$ cat config.mk
export PLATFORM = sky130hd
export DESIGN_NAME = ssu_row
export DESIGN_NICKNAME = d
export VERILOG_FILES = /design/src/hdl/ssu_pkg.sv /design/src/hdl/ssu_cell.sv /design/src/hdl/ssu_row.sv
export SDC_FILE = /design/constraint.sdc
export NUM_CORES = 2
export LEC_CHECK = 0
export ABC_AREA = 1
export BUFFER_PORTS_ARGS = -buffer_cell sky130_fd_sc_hd__buf_2
export CAP_MARGIN = 15
export CORE_ASPECT_RATIO = 0.7
export CORE_UTILIZATION = 31
export DETAILED_ROUTE_END_ITERATION = 8
export GPL_TIMING_DRIVEN = 0
export PLACE_DENSITY = 0.54
export SETUP_SLACK_MARGIN = 0.2
export SLEW_MARGIN = 15
export SYNTH_ARGS = -nofsm -noshare
export SYNTH_HDL_FRONTEND = slang
export SYNTH_SLANG_ARGS = --single-unit
$ cat constraint.sdc
create_clock -name clk -period 7.9 [get_ports clk]
set_input_delay 0.395 -clock clk [delete_from_list [all_inputs] [get_ports clk]]
set_output_delay 0.395 -clock clk [all_outputs]
set_load 0.01 [all_outputs]
$ cat src/hdl/ssu_pkg.sv
// Shared types and codes of the sorted set engine.
`default_nettype none
package ssu_pkg;

	// Width of entries, counts and positions.
	localparam int unsigned DATA_W = 32;
	localparam int unsigned CNT_W  = 6;

	// Command codes.
	typedef enum logic [2:0] {
		CMD_INSERT    = 3'd0,
		CMD_UNION     = 3'd1,
		CMD_INTERSECT = 3'd2,
		CMD_DIFF      = 3'd3,
		CMD_MEMBER    = 3'd4
	} cmd_e_t;

	// Insert status codes.
	localparam logic [1:0] ST_DONE = 2'd0;
	localparam logic [1:0] ST_DUP  = 2'd1;
	localparam logic [1:0] ST_FULL = 2'd2;

	// What a cell does this cycle.
	typedef enum logic [1:0] {
		CELL_HOLD,
		CELL_INSERT,
		CELL_ROTATE
	} cell_mode_t;

	// Input item.
	typedef struct packed {
		logic [2:0]        cmd;
		logic              set_select;
		logic [DATA_W-1:0] value;
	} request_t;

	// Result item.
	typedef struct packed {
		logic [DATA_W-1:0] result_value;
		logic              result_valid;
		logic              last;
		logic              found;
		logic [CNT_W-1:0]  position;
		logic [1:0]        status;
	} response_t;

	// Control from the sequencer to one row.
	typedef struct packed {
		cell_mode_t        mode;
		logic [DATA_W-1:0] value;
	} row_ctrl_t;

	// Status from one row to the sequencer.
	typedef struct packed {
		logic [DATA_W-1:0] head;
		logic [CNT_W-1:0]  count;
		logic              full;
		logic              hit;
		logic [CNT_W-1:0]  position;
	} row_stat_t;

endpackage
`default_nettype wire

$ cat src/hdl/ssu_cell.sv
// One cell of a set row: holds one entry, compares it, shifts or rotates.
`default_nettype none
module ssu_cell (
	input  wire                        clk,
	input  ssu_pkg::cell_mode_t        mode,
	input  wire [ssu_pkg::DATA_W-1:0]  value,
	input  wire                        valid,
	input  wire [ssu_pkg::DATA_W-1:0]  left_entry,
	input  wire                        left_lt,
	input  wire [ssu_pkg::DATA_W-1:0]  right_entry,
	output logic [ssu_pkg::DATA_W-1:0] entry,
	output logic                       lt,
	output logic                       eq
);
	import ssu_pkg::*;

	logic [DATA_W-1:0] entry_q;

	assign entry = entry_q;
	// Signed compare against the probe value
	assign lt = valid && ($signed(entry_q) < $signed(value));
	assign eq = valid && (entry_q == value);

	// Insert: cells above the slot take the left neighbour, the slot takes value
	always_ff @(posedge clk) begin
		case (mode)
			CELL_INSERT: begin
				if (!lt) begin
					entry_q <= left_lt ? value : left_entry;
				end
			end
			CELL_ROTATE: entry_q <= right_entry;
			default:     entry_q <= entry_q;
		endcase
	end

endmodule
`default_nettype wire

$ cat src/hdl/ssu_row.sv
// Row of cells holding one sorted set, with its fill count.
`default_nettype none
module ssu_row #(
	parameter int unsigned CAPACITY = 16
) (
	input  wire                clk,
	input  wire                arst_n,
	input  ssu_pkg::row_ctrl_t ctrl,
	output ssu_pkg::row_stat_t stat
);
	import ssu_pkg::*;

	logic [CNT_W-1:0]  count_q;
	logic [DATA_W-1:0] entry_w [CAPACITY];
	logic [CAPACITY-1:0] lt_v;
	logic [CAPACITY-1:0] eq_v;
	logic [CNT_W-1:0]  pos_w;

	// Cells; the virtual cell left of the head counts as below the value
	for (genvar k = 0; k < CAPACITY; k++) begin : g_cell
		logic [DATA_W-1:0] left_e;
		logic              left_l;
		logic [DATA_W-1:0] right_e;

		if (k == 0) begin : g_head
			assign left_e = ctrl.value;
			assign left_l = 1'b1;
		end else begin : g_body
			assign left_e = entry_w[k-1];
			assign left_l = lt_v[k-1];
		end
		assign right_e = entry_w[(k + 1) % CAPACITY];

		ssu_cell u_cell (
			.clk         (clk),
			.mode        (ctrl.mode),
			.value       (ctrl.value),
			.valid       (count_q > CNT_W'(k)),
			.left_entry  (left_e),
			.left_lt     (left_l),
			.right_entry (right_e),
			.entry       (entry_w[k]),
			.lt          (lt_v[k]),
			.eq          (eq_v[k])
		);
	end

	// 1-based position of the matching cell, at most one matches
	always_comb begin
		pos_w = '0;
		for (int k = 0; k < CAPACITY; k++) begin
			if (eq_v[k]) begin
				pos_w = pos_w | CNT_W'(k + 1);
			end
		end
	end

	// Fill count
	always_ff @(posedge clk or negedge arst_n) begin
		if (!arst_n) begin
			count_q <= '0;
		end else if (ctrl.mode == CELL_INSERT) begin
			count_q <= count_q + 1'b1;
		end
	end

	assign stat.head     = entry_w[0];
	assign stat.count    = count_q;
	assign stat.full     = count_q >= CNT_W'(CAPACITY);
	assign stat.hit      = |eq_v;
	assign stat.position = pos_w;

endmodule
`default_nettype wire

==> results.json <==
{
  "status": "completed",
  "tns_ns": 0,
  "hold_violations": 0,
  "grt_pass1_vias": 38084,
  "r2r_end": "g_cell[5].u_cell.entry[10]$_DFFE_PP_",
  "syn_area_per_cell_um2": 7.43,
  "drive_gt1_frac": 0.0589,
  "fin_total_pwr_uw": 17600,
  "clock_latency_ns": 0.69,
  "required_ns": 7.51,
  "crit_path_max_incr_delay_ns": 0.76,
  "final_cell_mix": "nand2_1, inv_1, nand3_1",
  "critPathSlowestCell": "clkbuf_4",
  "grt_usage": 0.263,
  "antenna_found_initial": 2,
  "ys_seq_elements": 518,
  "cp_max_fo": 25,
  "finalSetupViolations": 0,
  "reg2reg_depth": 14,
  "cp-start-kind": "input port",
  "period_minus_slack_ns": 5.02,
  "crit_arrival_ns": 4.62,
  "die_x_um": 446,
  "critPathKind": "in2out",
  "clock-sinks": 518,
  "avgRoutedWirePerCell_um": 24.1,
  "skew_ns": 0.0280,
  "grt_pass1_wl_um": 266000,
  "cp-startpoint": "ctrl[14]",
  "nNetsFinal": 6468,
  "regToRegSetupSlack_ns": 3.76,
  "cts_tree": "yes",
  "die_y_um": 312,
  "synthesis.area_mm2": 0.0427,
  "synth_cell_type_count": 43,
  "fillerInstances": 14461,
  "worstPathCellList": "buf_2 -> clkinv_1 -> clkbuf_4 -> ha_1 -> nand2_1 -> inv_1 -> nand3_1 -> nor4_1 -> nor3b_1 -> nand2_1 -> nand3_1 -> nor2_1 -> nand3_1 -> buf_2",
  "setup_ws_ns": 2.88,
  "path_buf_inv": 5,
  "hold_path_class": "in2async",
  "finalMaxSlewViolations": 0,
  "cap_violations": 0,
  "min_period_over_period": 0.635,
  "critPathMostFrequentCell": "nand3_1",
  "wl_um": 188000,
  "ys_seq_area_frac": 0.364,
  "drtAntennaViolNets": 0,
  "vias": 42823,
  "portBuffers": 80,
  "final_common_cell": "nand2_1",
  "r2r_start": "g_cell[5].u_cell.entry[11]$_DFFE_PP_",
  "drt-initial-drc-count": 6315,
  "die_area_mm2": 0.139,
  "root_buffer": "clkbuf_16",
  "ctsResizeCount": 0,
  "cts_max_level": 2,
  "cp_top_family": "simple AND/OR/NAND/NOR gates",
  "tightest_slew_ns": 1.24,
  "first_pass_iters": 9,
  "routabilityCongestion": 0.953,
  "rsz0062_at_grt": "false",
  "synthToLayoutAreaGrowth_pct": 12.5,
  "synth_warnings": 0,
  "initial_core_util": 0.314,
  "synth_nets": 6300,
  "clockBufferDepth": 3,
  "power-per-cell-area_mw_per_mm2": 366,
  "dp_slack_ns": 2.81,
  "rows": 113,
  "post-route-util": 0.353,
  "drcViolationCount": 0,
  "clk_pin_slew_ns": 0.06,
  "cts-buffers-inserted": 58,
  "peakVddDrop_mv": 0.213,
  "leakage_uw": 0.0234,
  "max_slew_margin": 0.176,
  "netlist_instances": 5747,
  "endpoint_kind": "primary output",
  "grt_max_degree": 33,
  "fmaxAchievable_mhz": 199,
  "io-pin-count": 82,
  "avgViaCountPerCell": 5.49,
  "dpl.hpwl_um": 148000,
  "grt-ovfl-total": 0,
  "core_area_mm2": 0.136
}
[metrics by stage]
| step | hold WS, ns | instance area, um2 | instances |
|---|---|---|---|
| after floorplan | 0.0994 | 42700 | 5747 |
| after global placement | 0.234 | 45400 | 7667 |
| after detailed placement | 0.231 | 46200 | 7694 |
| after CTS | 0.162 | 48000 | 7802 |
| after global routing | 0.184 | 48000 | 7802 |
| final | 0.180 | 48000 | 7804 |
[cell families (layout without fill, tap and decap cells)]
group / after synthesis / after routing / share of synthesized area
buffers and inverters: 1012 / 1227 / 0.0926
AO/OA/AOI/OAI: 351 / 351 / 0.0452
AND/OR/NAND/NOR: 3343 / 3343 / 0.346
XOR/XNOR: 5 / 5 / 0.00103
adder cells (fa/ha/maj): 517 / 517 / 0.152
flip-flops: 518 / 518 / 0.364
other: 1 / 3 / 0.0000879
[layer usage]
metal / wire [um] / GRT usage / vias to the layer above
met1: 91000 / 0.428 / 20252
met4: 3860 / 0.0549 / 2
met2: 66000 / 0.320 / 2593
met5: 16 / 0 / -
met3: 27600 / 0.0848 / 204
li1: - / - / 19772
[layout make-up]
| class | count | area [um2] | area share |
|---|---|---|---|
| Clock inverter | 36 | 325 | 0.00678 |
| Inverter | 682 | 2560 | 0.0533 |
| Timing Repair Buffer | 108 | 1070 | 0.0222 |
| Clock buffer | 71 | 1520 | 0.0317 |
| Buffer | 330 | 1460 | 0.0305 |
| Antenna cell | 2 | 5.00 | 0.000104 |
| Tap cell | 1840 | 2300 | 0.0479 |
| Sequential cell | 518 | 15500 | 0.323 |
| Multi-Input combinational cell | 4217 | 23200 | 0.484 |
[cell usage after synthesis (all sizes together)]
cell type  count  area, um2
xnor2          1       8.76
conb           1       3.75
o21bai        12       90.1
nand3b         3       22.5
nand2       2098       7890
nand4        519       3270
and2           3       18.8
xor2           4       35.0
o31ai          2       28.8
and3b          1       8.76
clkinv        35        131
edfxtp       512      15400
dfrtp          6        150
or3            1       6.26
nor2         142        543
nor4           6       43.8
nor3          15       75.1
buf           92        499
inv          647       2430
ha           517       6470
a21oi        218       1090
and3           3       18.8
o211ai         1       7.51
o21a          35        263
nor3b          5       57.6
clkbuf       238        893
a211oi         1       7.51
nand3        547       2810
a21o          11       82.6
o21ai         71        359
[where the power goes]
group / switching, uW / leakage [uW] / internal [uW]
Clock: 1320 / 0.000906 / 1560
Combinational: 6140 / 0.0175 / 2820
Sequential: 1200 / 0.00499 / 4540
[state kept, by name, indices dropped and copies added, names as in the netlist]
signal	flops
g_cell.u_cell.entry	512
count_q	6
[how the worst max path moves through the flow]
stage / end / slack [ns] / cells past startpoint
floorplan: g_cell[11].u_cell.entry[0]$_DFFE_PP_ / 4.21 / 13
global placement: g_cell[5].u_cell.entry[10]$_DFFE_PP_ / 0.90 / 14
detailed placement: g_cell[5].u_cell.entry[10]$_DFFE_PP_ / 2.81 / 15
CTS: stat[6] / 3.19 / 14
global route: stat[2] / 2.93 / 13
finish: stat[6] / 2.88 / 14
[repair_timing]
item,CTS,global route
buffers inserted,0,0
hold buffers,1,0
hold endpoints to repair,6,0
Note: power is estimated with default switching activity, not from simulation.
